--- src/hdl/assert_macros.svh ---
// Assertion helpers shared by the RTL files.
// Each macro expects clk and arst_n in scope.
`ifndef ASSERT_MACROS_SVH
`define ASSERT_MACROS_SVH

// Check a property on every clock edge outside reset
`define CHK_PROP(label, prop, msg) \
	label: assert property (@(posedge clk) disable iff (!arst_n) prop) else $error(msg);

// Check that a condition never holds outside reset
`define CHK_NEVER(label, cond, msg) \
	label: assert property (@(posedge clk) disable iff (!arst_n) !(cond)) else $error(msg);

`endif

--- src/hdl/tsni_pkg.sv ---
`timescale 1ns / 1ps
`default_nettype none

package tsni_pkg;

	// parser phases, in walk order
	typedef enum logic [4:0] {
		PH_REC_TYPE  = 5'd0,
		PH_REC_REST  = 5'd1,
		PH_HS_TYPE   = 5'd2,
		PH_HS_LEN    = 5'd3,
		PH_VER_RAND  = 5'd4,
		PH_SID_LEN   = 5'd5,
		PH_SID       = 5'd6,
		PH_CS_LEN0   = 5'd7,
		PH_CS_LEN1   = 5'd8,
		PH_CS        = 5'd9,
		PH_CM_LEN    = 5'd10,
		PH_CM        = 5'd11,
		PH_EXT_TOT0  = 5'd12,
		PH_EXT_TOT1  = 5'd13,
		PH_ET0       = 5'd14,
		PH_ET1       = 5'd15,
		PH_EL0       = 5'd16,
		PH_EL1       = 5'd17,
		PH_BODY      = 5'd18,
		PH_SNI_LIST0 = 5'd19,
		PH_SNI_LIST1 = 5'd20,
		PH_SNI_TYPE  = 5'd21,
		PH_NL0       = 5'd22,
		PH_NL1       = 5'd23,
		PH_NAME      = 5'd24,
		PH_DONE      = 5'd25,
		PH_NOT_HS    = 5'd26,
		PH_NOT_CH    = 5'd27
	} tsni_phase_t;

	typedef enum logic [2:0] {
		ST_FOUND     = 3'd0,
		ST_NOT_HS    = 3'd1,
		ST_NOT_CH    = 3'd2,
		ST_NO_SNI    = 3'd3,
		ST_TRUNCATED = 3'd4
	} tsni_status_t;

	typedef enum logic {
		KIND_NAME   = 1'b0,
		KIND_STATUS = 1'b1
	} tsni_kind_t;

	// one result item
	typedef struct packed {
		tsni_kind_t   kind;
		logic [7:0]   name_byte;
		logic         name_end;
		tsni_status_t status;
	} tsni_result_t;

	localparam logic [7:0]  REC_HANDSHAKE    = 8'd22;
	localparam logic [7:0]  MSG_CLIENT_HELLO = 8'd1;
	localparam logic [7:0]  NAME_HOST        = 8'd0;
	localparam logic [15:0] REC_REST_LEN     = 16'd4;
	localparam logic [15:0] HS_LEN_LEN       = 16'd3;
	localparam logic [15:0] VER_RAND_LEN     = 16'd34;

	localparam int QDEPTH = 4;
	localparam int QPTR_W = $clog2(QDEPTH);
	localparam int QCNT_W = QPTR_W + 1;

endpackage

`default_nettype wire

--- src/hdl/tsni_parser.sv ---
`timescale 1ns / 1ps
`default_nettype none
`include "assert_macros.svh"

module tsni_parser (
	input  wire                   clk,
	input  wire                   arst_n,
	input  wire                   in_valid,
	input  wire                   in_ready,
	input  wire [7:0]             in_data,
	input  wire                   in_last,
	output logic                  push,
	output tsni_pkg::tsni_result_t push_item
);
	import tsni_pkg::*;

	tsni_phase_t phase_q, phase_d;
	logic [15:0] field_rem_q, field_rem_d;
	logic [15:0] len_scratch_q, len_scratch_d;
	logic [15:0] ext_total_q, ext_total_d;
	logic [15:0] ext_cons_q, ext_cons_d;
	logic        ext_type_zero_q, ext_type_zero_d;
	logic [7:0]  ext_len_hi_q, ext_len_hi_d;
	logic        sni_found_q, sni_found_d;

	logic        accept;
	logic        done;
	logic        in_ext;
	logic        body_end;
	logic        emit;
	logic        name_end;
	logic [15:0] cons_inc;
	logic [15:0] fld_dec;
	logic [15:0] len16;
	logic [15:0] name_left;
	tsni_phase_t ext_end_phase;
	tsni_phase_t ph_n;
	tsni_status_t st;

	assign accept = in_valid && in_ready;
	assign done   = (phase_q == PH_DONE) || (phase_q == PH_NOT_HS) || (phase_q == PH_NOT_CH);
	assign in_ext = (phase_q >= PH_ET0) && (phase_q <= PH_NAME);

	// parse one byte
	always_comb begin
		ph_n            = phase_q;
		field_rem_d     = field_rem_q;
		len_scratch_d   = len_scratch_q;
		ext_total_d     = ext_total_q;
		ext_cons_d      = ext_cons_q;
		ext_type_zero_d = ext_type_zero_q;
		ext_len_hi_d    = ext_len_hi_q;
		sni_found_d     = sni_found_q;
		emit            = 1'b0;
		name_end        = 1'b0;
		cons_inc        = (ext_cons_q == 16'hFFFF) ? ext_cons_q : ext_cons_q + 16'd1;
		fld_dec         = field_rem_q - 16'd1;
		len16           = {len_scratch_q[7:0], in_data};
		name_left       = len_scratch_q - 16'd1;
		body_end        = (field_rem_q <= 16'd1);
		if (in_ext && !done)
			ext_cons_d = cons_inc;
		ext_end_phase = (ext_cons_d >= ext_total_q) ? PH_DONE : PH_ET0;

		if (!done) begin
			unique case (phase_q)
				PH_REC_TYPE: begin
					if (in_data != REC_HANDSHAKE) begin
						ph_n = PH_NOT_HS;
					end else begin
						field_rem_d = REC_REST_LEN;
						ph_n        = PH_REC_REST;
					end
				end
				PH_REC_REST: begin
					field_rem_d = fld_dec;
					if (fld_dec == 16'd0) ph_n = PH_HS_TYPE;
				end
				PH_HS_TYPE: begin
					if (in_data != MSG_CLIENT_HELLO) begin
						ph_n = PH_NOT_CH;
					end else begin
						field_rem_d = HS_LEN_LEN;
						ph_n        = PH_HS_LEN;
					end
				end
				PH_HS_LEN: begin
					field_rem_d = fld_dec;
					if (fld_dec == 16'd0) begin
						field_rem_d = VER_RAND_LEN;
						ph_n        = PH_VER_RAND;
					end
				end
				PH_VER_RAND: begin
					field_rem_d = fld_dec;
					if (fld_dec == 16'd0) ph_n = PH_SID_LEN;
				end
				PH_SID_LEN: begin
					field_rem_d = {8'd0, in_data};
					ph_n        = (in_data == 8'd0) ? PH_CS_LEN0 : PH_SID;
				end
				PH_SID: begin
					field_rem_d = fld_dec;
					if (fld_dec == 16'd0) ph_n = PH_CS_LEN0;
				end
				PH_CS_LEN0: begin
					len_scratch_d = {8'd0, in_data};
					ph_n          = PH_CS_LEN1;
				end
				PH_CS_LEN1: begin
					field_rem_d = len16;
					ph_n        = (len16 == 16'd0) ? PH_CM_LEN : PH_CS;
				end
				PH_CS: begin
					field_rem_d = fld_dec;
					if (fld_dec == 16'd0) ph_n = PH_CM_LEN;
				end
				PH_CM_LEN: begin
					field_rem_d = {8'd0, in_data};
					ph_n        = (in_data == 8'd0) ? PH_EXT_TOT0 : PH_CM;
				end
				PH_CM: begin
					field_rem_d = fld_dec;
					if (fld_dec == 16'd0) ph_n = PH_EXT_TOT0;
				end
				PH_EXT_TOT0: begin
					len_scratch_d = {8'd0, in_data};
					ph_n          = PH_EXT_TOT1;
				end
				PH_EXT_TOT1: begin
					ext_total_d = len16;
					ext_cons_d  = 16'd0;
					ph_n        = (len16 == 16'd0) ? PH_DONE : PH_ET0;
				end
				PH_ET0: begin
					ext_type_zero_d = (in_data == 8'd0);
					ph_n            = PH_ET1;
				end
				PH_ET1: begin
					ext_type_zero_d = ext_type_zero_q && (in_data == 8'd0);
					ph_n            = PH_EL0;
				end
				PH_EL0: begin
					ext_len_hi_d = in_data;
					ph_n         = PH_EL1;
				end
				PH_EL1: begin
					field_rem_d = {ext_len_hi_q, in_data};
					if ({ext_len_hi_q, in_data} == 16'd0)
						ph_n = ext_end_phase;
					else
						ph_n = ext_type_zero_q ? PH_SNI_LIST0 : PH_BODY;
				end
				PH_BODY, PH_SNI_LIST0, PH_SNI_LIST1, PH_SNI_TYPE,
				PH_NL0, PH_NL1, PH_NAME: begin
					unique case (phase_q)
						PH_SNI_LIST0: ph_n = PH_SNI_LIST1;
						PH_SNI_LIST1: ph_n = PH_SNI_TYPE;
						PH_SNI_TYPE:  ph_n = (in_data == NAME_HOST) ? PH_NL0 : PH_BODY;
						PH_NL0: begin
							len_scratch_d = {8'd0, in_data};
							ph_n          = PH_NL1;
						end
						PH_NL1: begin
							len_scratch_d = len16;
							if (len16 == 16'd0) begin
								sni_found_d = 1'b1;
								ph_n        = PH_BODY;
							end else begin
								ph_n = PH_NAME;
							end
						end
						PH_NAME: begin
							len_scratch_d = name_left;
							emit          = 1'b1;
							name_end      = (name_left == 16'd0) || body_end;
							if (name_end) begin
								sni_found_d = 1'b1;
								ph_n        = PH_BODY;
							end
						end
						default: ;
					endcase
					// close the extension body
					field_rem_d = body_end ? 16'd0 : fld_dec;
					if (body_end) ph_n = ext_end_phase;
				end
				default: ;
			endcase
		end

		// pick the buffer status
		priority if (ph_n == PH_NOT_HS) st = ST_NOT_HS;
		else if (ph_n == PH_NOT_CH)     st = ST_NOT_CH;
		else if (sni_found_d)           st = ST_FOUND;
		else if (ph_n == PH_DONE)       st = ST_NO_SNI;
		else                            st = ST_TRUNCATED;

		phase_d = ph_n;
		if (in_last) begin
			phase_d         = PH_REC_TYPE;
			field_rem_d     = 16'd0;
			len_scratch_d   = 16'd0;
			ext_total_d     = 16'd0;
			ext_cons_d      = 16'd0;
			ext_type_zero_d = 1'b0;
			ext_len_hi_d    = 8'd0;
			sni_found_d     = 1'b0;
		end

		push                = accept && (emit || in_last);
		push_item.kind      = in_last ? KIND_STATUS : KIND_NAME;
		push_item.name_byte = emit ? in_data : 8'd0;
		push_item.name_end  = emit && name_end;
		push_item.status    = in_last ? st : ST_FOUND;
	end

	// advance parser state on each accepted byte
	always_ff @(posedge clk or negedge arst_n) begin
		if (!arst_n) begin
			phase_q         <= PH_REC_TYPE;
			field_rem_q     <= 16'd0;
			len_scratch_q   <= 16'd0;
			ext_total_q     <= 16'd0;
			ext_cons_q      <= 16'd0;
			ext_type_zero_q <= 1'b0;
			ext_len_hi_q    <= 8'd0;
			sni_found_q     <= 1'b0;
		end else if (accept) begin
			phase_q         <= phase_d;
			field_rem_q     <= field_rem_d;
			len_scratch_q   <= len_scratch_d;
			ext_total_q     <= ext_total_d;
			ext_cons_q      <= ext_cons_d;
			ext_type_zero_q <= ext_type_zero_d;
			ext_len_hi_q    <= ext_len_hi_d;
			sni_found_q     <= sni_found_d;
		end
	end

	`CHK_PROP(a_last_rewinds, accept && in_last |=> phase_q == PH_REC_TYPE && !sni_found_q, "parser not rewound after last byte")
	`CHK_PROP(a_name_in_name_phase, push && push_item.kind == KIND_NAME |-> phase_q == PH_NAME, "name byte outside name phase")
	`CHK_NEVER(a_no_byte_when_done, push && emit && done, "name byte after verdict")

endmodule

`default_nettype wire

--- src/hdl/tsni_queue.sv ---
`timescale 1ns / 1ps
`default_nettype none
`include "assert_macros.svh"

module tsni_queue (
	input  wire                    clk,
	input  wire                    arst_n,
	input  wire                    push,
	input  tsni_pkg::tsni_result_t push_item,
	input  wire                    pop,
	output logic                   space,
	output logic                   nonempty,
	output tsni_pkg::tsni_result_t head
);
	import tsni_pkg::*;

	tsni_result_t        slot_q [QDEPTH];
	logic [QPTR_W-1:0]   wr_ptr_q;
	logic [QPTR_W-1:0]   rd_ptr_q;
	logic [QCNT_W-1:0]   count_q;

	assign space    = (count_q != QCNT_W'(QDEPTH));
	assign nonempty = (count_q != '0);
	assign head     = slot_q[rd_ptr_q];

	// store pushed items
	always_ff @(posedge clk) begin
		if (push) slot_q[wr_ptr_q] <= push_item;
	end

	// advance pointers and fill count
	always_ff @(posedge clk or negedge arst_n) begin
		if (!arst_n) begin
			wr_ptr_q <= '0;
			rd_ptr_q <= '0;
			count_q  <= '0;
		end else begin
			if (push) wr_ptr_q <= wr_ptr_q + 1'b1;
			if (pop)  rd_ptr_q <= rd_ptr_q + 1'b1;
			if (push && !pop)      count_q <= count_q + 1'b1;
			else if (pop && !push) count_q <= count_q - 1'b1;
		end
	end

	`CHK_NEVER(a_push_full, push && !space, "push into full queue")
	`CHK_NEVER(a_pop_empty, pop && !nonempty, "pop from empty queue")
	`CHK_PROP(a_ptr_gap, count_q != '0 || wr_ptr_q == rd_ptr_q, "pointers apart while queue empty")

endmodule

`default_nettype wire

--- src/hdl/tsni_out.sv ---
`timescale 1ns / 1ps
`default_nettype none

module tsni_out (
	input  wire                    clk,
	input  wire                    arst_n,
	input  wire                    nonempty,
	input  tsni_pkg::tsni_result_t head,
	output logic                   pop,
	output logic                   m_tvalid,
	input  wire                    m_tready,
	output logic [15:0]            m_tdata,
	output logic                   m_tlast,
	output logic                   m_tuser
);
	import tsni_pkg::*;

	logic         valid_q;
	tsni_result_t item_q;

	// load the output register when it is free or being taken
	assign pop = nonempty && (!valid_q || m_tready);

	always_ff @(posedge clk or negedge arst_n) begin
		if (!arst_n) begin
			valid_q <= 1'b0;
		end else if (pop) begin
			valid_q <= 1'b1;
		end else if (m_tready) begin
			valid_q <= 1'b0;
		end
	end

	always_ff @(posedge clk) begin
		if (pop) item_q <= head;
	end

	// format the item onto the bus
	assign m_tvalid = valid_q;
	assign m_tdata  = {5'd0, item_q.status, item_q.name_byte};
	assign m_tlast  = item_q.name_end;
	assign m_tuser  = item_q.kind;

endmodule

`default_nettype wire

--- src/hdl/tls_client_hello_sni_extractor_core.sv ---
`timescale 1ns / 1ps
`default_nettype none

// Channel  Dir  Handshake          Payload
// s_       in   s_tvalid/s_tready  tdata: data_byte; tlast: last_byte
// m_       out  m_tvalid/m_tready  tdata: name_byte, status; tlast: name_end;
//                                  tuser: result_kind
//
// One input byte per cycle while the result queue has space; each byte yields
// at most one item. An item is written to the result queue at the edge that
// takes its byte, then into the m_ output register once it is free or being taken.
// The four-entry result queue sets the stall: s_tready drops only while the queue
// is full.
// Reset is asynchronous; the parser then waits for a record type byte.

module tls_client_hello_sni_extractor_core (
	input  wire         clk,
	input  wire         arst_n,
	input  wire         s_tvalid,
	output logic        s_tready,
	input  wire  [7:0]  s_tdata,   // [7:0] data_byte
	input  wire         s_tlast,
	output logic        m_tvalid,
	input  wire         m_tready,
	output logic [15:0] m_tdata,   // [7:0] name_byte, [10:8] status, [15:11] zero
	output logic        m_tlast,
	output logic        m_tuser    // [0] result_kind
);
	import tsni_pkg::*;

	logic         push;
	logic         pop;
	logic         space;
	logic         nonempty;
	tsni_result_t push_item;
	tsni_result_t head;

	assign s_tready = space;

	tsni_parser u_parser (
		.clk       (clk),
		.arst_n    (arst_n),
		.in_valid  (s_tvalid),
		.in_ready  (space),
		.in_data   (s_tdata),
		.in_last   (s_tlast),
		.push      (push),
		.push_item (push_item)
	);

	tsni_queue u_queue (
		.clk       (clk),
		.arst_n    (arst_n),
		.push      (push),
		.push_item (push_item),
		.pop       (pop),
		.space     (space),
		.nonempty  (nonempty),
		.head      (head)
	);

	tsni_out u_out (
		.clk      (clk),
		.arst_n   (arst_n),
		.nonempty (nonempty),
		.head     (head),
		.pop      (pop),
		.m_tvalid (m_tvalid),
		.m_tready (m_tready),
		.m_tdata  (m_tdata),
		.m_tlast  (m_tlast),
		.m_tuser  (m_tuser)
	);

endmodule

`default_nettype wire

--- config.mk ---
export PLATFORM = sky130hd
export DESIGN_NAME = tls_client_hello_sni_extractor_core
export DESIGN_NICKNAME = d
export VERILOG_FILES = /design/src/hdl/tsni_pkg.sv /design/src/hdl/tsni_parser.sv /design/src/hdl/tsni_queue.sv /design/src/hdl/tsni_out.sv /design/src/hdl/tls_client_hello_sni_extractor_core.sv
export VERILOG_INCLUDE_DIRS = /design/src /design/src/hdl
export SDC_FILE = /design/constraint.sdc
export NUM_CORES = 1
export LEC_CHECK = 0
export ABC_AREA = 1
export BUFFER_PORTS_ARGS = -buffer_cell sky130_fd_sc_hd__buf_2
export CAP_MARGIN = 20
export CORE_ASPECT_RATIO = 1.1
export CORE_MARGIN = 5
export CORE_UTILIZATION = 45
export DETAILED_ROUTE_END_ITERATION = 10
export PLACE_DENSITY_LB_ADDON = 0.2
export REMOVE_ABC_BUFFERS = 1
export SLEW_MARGIN = 40
export SYNTH_ARGS = -nofsm -noshare
export SYNTH_HDL_FRONTEND = slang
export SYNTH_HIERARCHICAL = 1
export SYNTH_SLANG_ARGS = --single-unit
--- constraint.sdc ---
create_clock -name clk -period 5.6 [get_ports clk]
set_input_delay 0.28 -clock clk [delete_from_list [all_inputs] [get_ports clk]]
set_output_delay 0.28 -clock clk [all_outputs]
set_load 0.1 [all_outputs]
; ---- Word level (Yosys, flattened, before mapping)
; Memories as Yosys holds them, arrays and structs flattened. A register that Yosys moved wholly into a read port is not among the register bits.
; Cells that the tools add are included.
[word_totals]
reg_bits = 87
ramBits = 52
in_bits = 13
output_inout_bits = 20
elab_cells = 176
mem_count = 1
[memory_table]
columns = memory, depth, word_bits, rd, rd_clocked_by_memory_dff, wr, line
row1 = u_queue.slot_q, 4, 13, 1, 1, 1, tsni_queue.sv:17  ; tsni_result_t slot_q [QDEPTH];
[classes]
add_sub_neg = 7
magnitude_cmp = 4
eq_ne = 38
muxes = 73
reduce_logical = 41
[op_table]
columns = op, n
row1 = 2-to-1 mux 16 bit, 16
row2 = one-hot mux 16 bit (8 select lines), 1
row3 = one-hot mux 5 bit (19 select lines), 1
row4 = "== test 5 bit, second input constant", 15
row5 = 2-to-1 mux 5 bit, 15
row6 = zero test 16 bit, 4
row7 = one-hot mux 16 bit (3 select lines), 1
row8 = "== test 5 x 4 -> 1 bit, second input constant", 8
row9 = 2-to-1 mux 8 bit, 4
row10 = one-hot mux 16 bit (2 select lines), 1
row11 = "subtractor 16 x 1 -> 16 bit, second input constant", 2
row12 = one-hot mux 5 bit (6 select lines), 1
row13 = 2-to-1 mux 3 bit, 9
row14 = "== test 5 x 3 -> 1 bit, second input constant", 4
row15 = 2-to-1 mux 1 bit, 20
row16 = "adder 16 x 1 -> 16 bit, second input constant", 1
row17 = "== test 16 bit, second input constant", 1
row18 = greater-or-equal comparator 16 bit, 1
row19 = "<= comparator 16 x 1 -> 1 bit, second input constant", 1
row20 = "== test 5 x 2 -> 1 bit, second input constant", 2
row21 = logical AND 1 bit, 9
row22 = "!= test 3 bit, second input constant", 3
row23 = AND reduction 3 bit, 3
row24 = nonzero test 3 bit, 3
row25 = 24 further kinds, 37

; ---- Longest topological paths before layout
; Gate-level depths: netlist of the first run.
[depth]
depth_word = 17
ltp_mapped = 28
depth_no_buf = 28

; ---- Modules after synthesis
; The synthesis of the first run kept the hierarchy.
[by_module_without_submodules]
columns = module, instances, cells_per_inst, area_each_um2
row1 = tsni_parser, 1, 952, 6264.8
row2 = tsni_queue, 1, 200, 2560.0
row3 = tsni_out, 1, 25, 480.5

; ---- Least setup slack after synthesis of the first run
; No wires, ideal clock.
[synth_path]
path_kind = reg-to-reg
from = register u_parser.phase_q[1]
to = memory u_queue/slot_q[0][2] (netlist bit), data pin
arrival_ps = 3702
t_required_ps = 5323
path_slack_ps = 1621
path_stages_with_launch = 28
n_path_buf = 0
period_less_slack_ps = 3979
cell_sequence = dfrtp_1 -> nor2_2 -> inv_2 -> nor3_4 -> nor3_1 -> inv_2 -> o21ai_1 -> a21oi_2 -> inv_2 -> nor2_1 -> nand3_1 -> nor2_1 -> xor2_1 -> inv_1 -> ha_1 -> nand2_1 -> nor3_1 -> nand3_1 -> nand3_1 -> a21oi_1 -> nand2_1 -> nand4_1 -> nor2_1 -> nand3_1 -> nor2_1 -> nor2_1 -> nand2_1 -> nor2_1
[synth_lines]
columns = item, line
row1 = from (decl), tsni_parser.sv:17  ; tsni_phase_t phase_q, phase_d;
row2 = from (signal assigned), tsni_parser.sv:230  ; phase_q <= phase_d;
row3 = to (decl), tsni_queue.sv:17

==> qor.yml, run 1 <==
design_area_sq_mm: 0.0102
numPortBuffers: 27
tightest_slew_ns: 0.844
cp_num_buf_inv: 3
power.share.switching_pct: 50.4
drtIter0Drc: 617
grt_max_degree: 63
synth_edf_count: 65
std_cell_rows: 55
cts_made_buffers: 17
worst_slack_ns: 0.658
path_max_fanout: 12
rsz0062_at_grt: "false"
vias_per_cell: 5.40
worst_path_max_delay_cell: "dfrtp_1"
cts_root_buffer: "clkbuf_16"
required_ns: 5.81
fmax_ghz: 0.202
seqPwrFrac_pct: 26.9
diodes: 0
ios: 33
ys_seq_area_share_pct: 44.4
tns_ns: 0
start_util_pct: 45.5
synth_cell_types: 52
dieArea_sq_mm: 0.0237
hpwl_um: 17900
place_congestion: 0.946
r2r_cells: 24
post-route-min-period_ns: 4.94
power.internal_mw: 3.16
hold_start: "m_tready"
grt.overflow.total: 0
via_count: 7899
clock_power_share_pct: 18.8
start_kind: "flop"
path_clk_slew_ns: 0.06
power.density_mw_per_mm2: 624
synth-async-reset-ratio_pct: 57.2
power.switching_mw: 3.21
htreeDepth: 4
path_cells: "inv_1 > nor3_4 > nor3_1 > inv_2 > o21ai_1 > a21oi_2 > nand2_1 > nor3_2 > nand3_1 > xor2_1 > inv_1 > ha_1 > nand2_1 > nor3_1 > nand3_1 > nand3_1 > a21oi_1 > nand2_1 > nand4_1 > nor2_1 > nand3_1 > nor2_1 > nand2_1 > a21oi_1"
nets: 1235
dieWidth_um: 147
first_global_vias: 7401
finalMaxSlewViolations: 0
irDropWorstVdd_mv: 0.280
r2r-start: "u_parser/phase_q[4]"
clkSinkCount: 152
hold_end: "u_out/m_tvalid"
worst-r2r-setup-slack_ns: 0.66
reg2reg_to: "u_queue/slot_q[0][0]"
worstPathArrival_ns: 5.16
antenna_found_initial: 0
drc: 0
drive_gt1_share_pct: 10.1
totalWireLength_um: 24200
grt_usage_pct: 20.6
ys_ff_latch: 152
critPathTopFamily: "simple AND/OR/NAND/NOR gates"
die_h_um: 161
max_stage_delay_ns: 0.57
critPathKind: "flop to flop"
routedWlPerCell_um: 16.6
finalCritPeriodShare_pct: 88.3
clockBufferDepth: 2
synth-warning-count: 6
syn_area_per_cell_sq_um: 7.91
maxCapViolations: 0
postPlaceCellArea_sq_mm: 0.00959
hold_depth: 4
ys.flop_type: "dfrtp_1"
cts_tree: "built"
core_area_sq_mm: 0.0204
drtAntennaViolNets: 0
syn-instance-count: 1177
clock_skew_ns: 0.00986
area_delta_synth_final_pct: 9.83
p_leak_nw: 4.81
clock_latency_ns: 0.43
netlist_area_sq_mm: 0.00931
critPathCaptureType: "flop"
grt_pass1_wl_um: 39000
pre_cts_ws_ns: 0.762
setup_viol: 0
status: "completed"
slew_headroom_pct: 43.7
cts_resized: 0
hold_viol: 0
combPwrFrac_pct: 54.3
min_path_type: "primary input to flop"
dr.pass1.iters: 5
[registers in the layout, indices dropped and copies added (netlist names)]
signal                    cells
u_out/m_tdata                11
u_out/m_tvalid                1
u_queue/slot_q               52
u_queue/wr_ptr_q              2
u_out/m_tlast                 1
u_parser/phase_q              5
u_parser/ext_total_q         16
u_queue/rd_ptr_q              2
u_parser/ext_cons_q          16
u_parser/ext_type_zero_q      1
u_parser/ext_len_hi_q         8
u_parser/field_rem_q         16
u_parser/len_scratch_q       16
u_queue/count_q               3
u_parser/sni_found_q          1
u_out/m_tuser                 1
[cell type report]
type	count	area, sq um
multi-input cells	783	4200
fillers	1972	10200
clock buffers	17	425
inverters	209	785
repair buffers	31	174
clock inverters	15	190
flip-flops and latches	152	4130
well taps	256	320
[stage by stage]
| stage | hold WS (ns) | instances | total power [mW] | utilization [%] |
|---|---|---|---|---|
| 2_1_floorplan | -0.0156 | 1144 | 4.24 | - |
| 3_3_place_gp | 0.221 | 1430 | 5.12 | 46.8 |
| 3_5_place_dp | 0.227 | 1430 | 5.12 | 46.9 |
| 4_1_cts | 0.112 | 1463 | 6.35 | 50.0 |
| 5_1_grt | 0.135 | 1463 | 6.80 | 50.0 |
| 6_report | 0.127 | 1463 | 6.38 | 50.0 |
[worst max-delay path by stage]
stage | start | endpoint | slack, ns | depth (start not counted)
global placement | u_parser/phase_q[1] | u_queue/slot_q[3][0] | 0.96 | 26
global route | u_parser/phase_q[4] | u_queue/slot_q[0][0] | 0.22 | 25
detailed placement | u_parser/phase_q[1] | u_queue/slot_q[0][0] | 0.76 | 25
CTS | u_parser/phase_q[1] | u_queue/slot_q[0][0] | 0.73 | 25
floorplan | u_parser/phase_q[4] | u_queue/slot_q[0][2] | 1.50 | 26
finish | u_parser/phase_q[4] | u_queue/slot_q[0][0] | 0.66 | 24
[power groups by stage]
stage	combinational [mW]	sequential [mW]	clock, mW
floorplan	2.15	2.09	0
global placement	3.39	1.74	0
detailed placement	3.39	1.74	0
CTS	3.40	1.72	1.23
global route	3.77	1.75	1.28
finish	3.46	1.72	1.20
[layout by cell type (no fill, tap or decap), types with 3 or more instances in the layout]
cell type	netlist	routed
a21oi_1	29	27
a221oi_1	8	8
buf_2	3	26
buf_4	8	3
bufinv_16	0	3
clkbuf_16	0	17
clkinv_4	0	3
conb_1	1	5
dfrtp_1	87	87
edfxtp_1	65	65
ha_1	27	27
inv_1	190	189
inv_2	17	18
inv_6	0	3
nand2_1	259	259
nand2_2	3	3
nand3_1	66	66
nand3b_1	3	3
nand4_1	18	18
nor2_1	129	129
nor2_2	5	5
nor2_4	3	3
nor3_1	23	23
o2111ai_1	4	4
o211ai_1	22	22
o211ai_2	10	10
o21ai_0	71	71
o21ai_1	4	4
o22ai_1	35	35
o22ai_2	10	10
xor2_1	26	26
[worst reg2reg max path, cell delays in order, from the launching register on]
cell and delay (ns):
dfrtp_1 0.57, inv_1 0.15, nor3_4 0.36, nor3_1 0.17, inv_2 0.13, o21ai_1 0.12
a21oi_2 0.35, nand2_1 0.17, nor3_2 0.21, nand3_1 0.12, xor2_1 0.20, inv_1 0.06
ha_1 0.27, nand2_1 0.05, nor3_1 0.26, nand3_1 0.14, nand3_1 0.20, a21oi_1 0.12
nand2_1 0.09, nand4_1 0.10, nor2_1 0.20, nand3_1 0.11, nor2_1 0.22, nand2_1 0.10
a21oi_1 0.28
[synth_stat cells (all sizes together) (8+ instances only)]
cell type | count | area (sq um)
nand2 | 262 | 991
inv | 207 | 777
nor2 | 137 | 549
dfrtp | 87 | 2180
o21ai | 75 | 375
nand3 | 66 | 330
edfxtp | 65 | 1950
o22ai | 45 | 344
o211ai | 32 | 290
a21oi | 31 | 163
ha | 27 | 338
nor3 | 26 | 151
xor2 | 26 | 228
buf | 20 | 169
nand4 | 19 | 125
clkbuf | 17 | 65.1
a221oi | 8 | 70.1
[kinds of logic after synthesis]
kind of cell	after synthesis	synth area share [%]
compound gates	204	14.5
xor+xnor	27	2.54
fa+ha+maj	28	3.85
buf+inv	246	10.9
flops	152	44.4
mux	1	0.121
other cells	1	0.0403
simple gates	518	23.7
[per-layer routing]
metal / global-route usage, % / wire length, um / vias up
met2: 33.3 / 11300 / 236
met5: 0 / 0 / -
met3: 3.02 / 1130 / 52
li1: - / - / 3905
met4: 7.88 / 801 / 0
met1: 28.1 / 11000 / 3706
[timing repair]
item                      in CTS  in global routing
buffers inserted               0                  0
hold endpoints to repair      25                  0
hold buffers                   1                  0
(Power assumes the default switching activity.)
==> run 2, diff against run 1 <==
--- a/config.mk
+++ b/config.mk
@@ -14,6 +14,7 @@
 export CORE_UTILIZATION = 45
 export DETAILED_ROUTE_END_ITERATION = 10
 export PLACE_DENSITY_LB_ADDON = 0.2
+export RECOVER_POWER = 25
 export REMOVE_ABC_BUFFERS = 1
 export SLEW_MARGIN = 40
 export SYNTH_ARGS = -nofsm -noshare
==> run 2 against run 1 <==
- the run now ends with capacitance limit, slew limit left
- combinational power about the same
- sequential power about the same
- maximum frequency decreased by 0.48%
- count of clock-buffer cells in the layout unchanged
- critical path type unchanged
==> qor.yml, run 2 (synthesis gave the netlist of run 1 again) <==
status: "complete, but fails checks"
violations: "capacitance limit, slew limit"
clkSinkCount: 152  # unchanged
required_ns: 5.80  # about the same
numPortBuffers: 27  # unchanged
design_area_sq_mm: 0.0102  # about the same
tightest_slew_ns: 2.87  # +2.03 ns
regMostFlops: "u_queue/slot_q"
die_h_um: 161  # unchanged
clockBufferDepth: 2  # unchanged
post_cts_buffers: 0  # unchanged
min_path_type: "primary input to flop"
drive_gt1_share_pct: 9.86  # -0.25 points
grt_max_degree: 63  # unchanged
rsz0062_at_grt: "false"
finalMaxSlewViolations: 63  # +63
drtAntennaViolNets: 0  # unchanged
worst_path_max_delay_cell: "dfrtp_1"
critPathKind: "flop to flop"
diodes: 0  # unchanged
setup_viol: 0  # unchanged
grt_pass1_wl_um: 39000  # unchanged
path_max_fanout: 9  # -3
totalWireLength_um: 24200  # -0.24%
vias_per_cell: 5.42  # +0.37%
post-route-min-period_ns: 4.97  # +0.0239 ns
critPathCaptureType: "flop"
std_cell_rows: 55  # unchanged
dieArea_sq_mm: 0.0237  # unchanged
cts_tree: "built"
fmax_ghz: 0.201  # -0.48%
hold_end: "u_out/m_tvalid"
tns_ns: 0  # unchanged
path_clk_slew_ns: 0.06  # about the same
worst-r2r-setup-slack_ns: 0.63  # -0.02 ns
core_area_sq_mm: 0.0204  # unchanged
max_stage_delay_ns: 0.47  # -0.10 ns
via_count: 7928  # +0.37%
largest_reg_flops: 52  # unchanged
cts_root_buffer: "clkbuf_16"
irDropWorstVdd_mv: 0.278  # -0.89%
clock_skew_ns: 0.00881  # -0.00105 ns
cp_num_buf_inv: 3  # unchanged
cts_made_buffers: 17  # unchanged
drc: 0  # unchanged
place_congestion: 0.946  # unchanged
p_leak_nw: 4.80  # -0.15%
worstPathArrival_ns: 5.17  # about the same
hpwl_um: 17900  # unchanged
layout_common_cells: "nand2_1 (259), inv_1 (189), nor2_1 (129)"
routedWlPerCell_um: 16.5  # -0.24%
htreeDepth: 4  # unchanged
hold_start: "m_tready"
ios: 33  # unchanged
r2r_cells: 25  # +4.2%
antenna_found_initial: 0  # unchanged
fillers: 1974  # +0.10%
start_kind: "flop"
r2r-start: "u_parser/phase_q[1]"
hold_viol: 0  # unchanged
dr.pass1.iters: 5  # unchanged
finalCritPeriodShare_pct: 88.7  # +0.43 points
first_global_vias: 7401  # unchanged
reg2reg_to: "u_queue/slot_q[0][0]"
grt.overflow.total: 0  # unchanged
mostFrequentLayoutCell: "nand2_1"
hold_depth: 4  # unchanged
nets: 1235  # unchanged
postPlaceCellArea_sq_mm: 0.00959  # unchanged
clock_latency_ns: 0.42  # about the same
power.density_mw_per_mm2: 624  # about the same
dieWidth_um: 147  # unchanged
grt_usage_pct: 20.6  # unchanged
slew_headroom_pct: -91.5  # -140 points
area_delta_synth_final_pct: 9.75  # about the same
maxCapViolations: 1  # +1
start_util_pct: 45.5  # unchanged
drtIter0Drc: 615  # -0.32%
critPathTopFamily: "simple AND/OR/NAND/NOR gates"
cts_resized: 0  # unchanged
## run 2: metrics by stage
stage	power (mW)	util, %	hold slack [ns]	setup slack [ns]	cells
6_report	6.37	50.0	0.128	0.634	1463
4_1_cts	6.35	50.0	0.112	0.728	1463
3_5_place_dp	5.12	46.9	0.227	0.762	1430
5_1_grt	6.80	50.0	0.135	0.221	1463
3_3_place_gp	5.12	46.8	0.221	0.955	1430
2_1_floorplan	4.24	-	-0.0156	1.50	1144
## run 2: tightest hold or removal path, cell delays in order
cell,delay [ns]
buf_2,0.07
inv_1,0.06
nand2_1,0.06
nand2_1,0.04
## run 2: power by group
group	internal, mW	leakage [nW]	switching, mW
Combinational	0.956	2.73	2.50
Clock	0.711	0.298	0.486
Sequential	1.49	1.77	0.222
Total	3.16	4.80	3.21
## run 2: area by class of cell
cell class,instances,area [sq um],share of cell area (%)
inverter,209,785,7.68
sequential,152,4130,40.4
multi-input combinational,783,4200,41.1
clock buffer,17,425,4.17
tap,256,320,3.14
clock inverter,15,190,1.86
timing repair buffer,31,166,1.63
## run 2: per-layer routing
layer  track usage [%]  share of wire (%)
met1              28.1                 45
met2              33.3                 47
met3              3.02                5.2
met4              7.88                2.9
met5                 0                  0
## run 2: worst max path at each step
stage	cells past startpoint	end	start	slack (ns)
after CTS	25	u_queue/slot_q[0][0]	u_parser/phase_q[1]	0.73
final	25	u_queue/slot_q[0][0]	u_parser/phase_q[1]	0.63
after detailed placement	25	u_queue/slot_q[0][0]	u_parser/phase_q[1]	0.76
after global placement	26	u_queue/slot_q[3][0]	u_parser/phase_q[1]	0.96
after global routing	25	u_queue/slot_q[0][0]	u_parser/phase_q[4]	0.22
after floorplan	26	u_queue/slot_q[0][2]	u_parser/phase_q[4]	1.50
## run 2: repair_timing
| item | in CTS | in global routing |
|---|---|---|
| hold endpoints to repair | 25 | 0 |
| endpoints found under the setup margin | 0 | 0 |
| hold buffers | 1 | 0 |
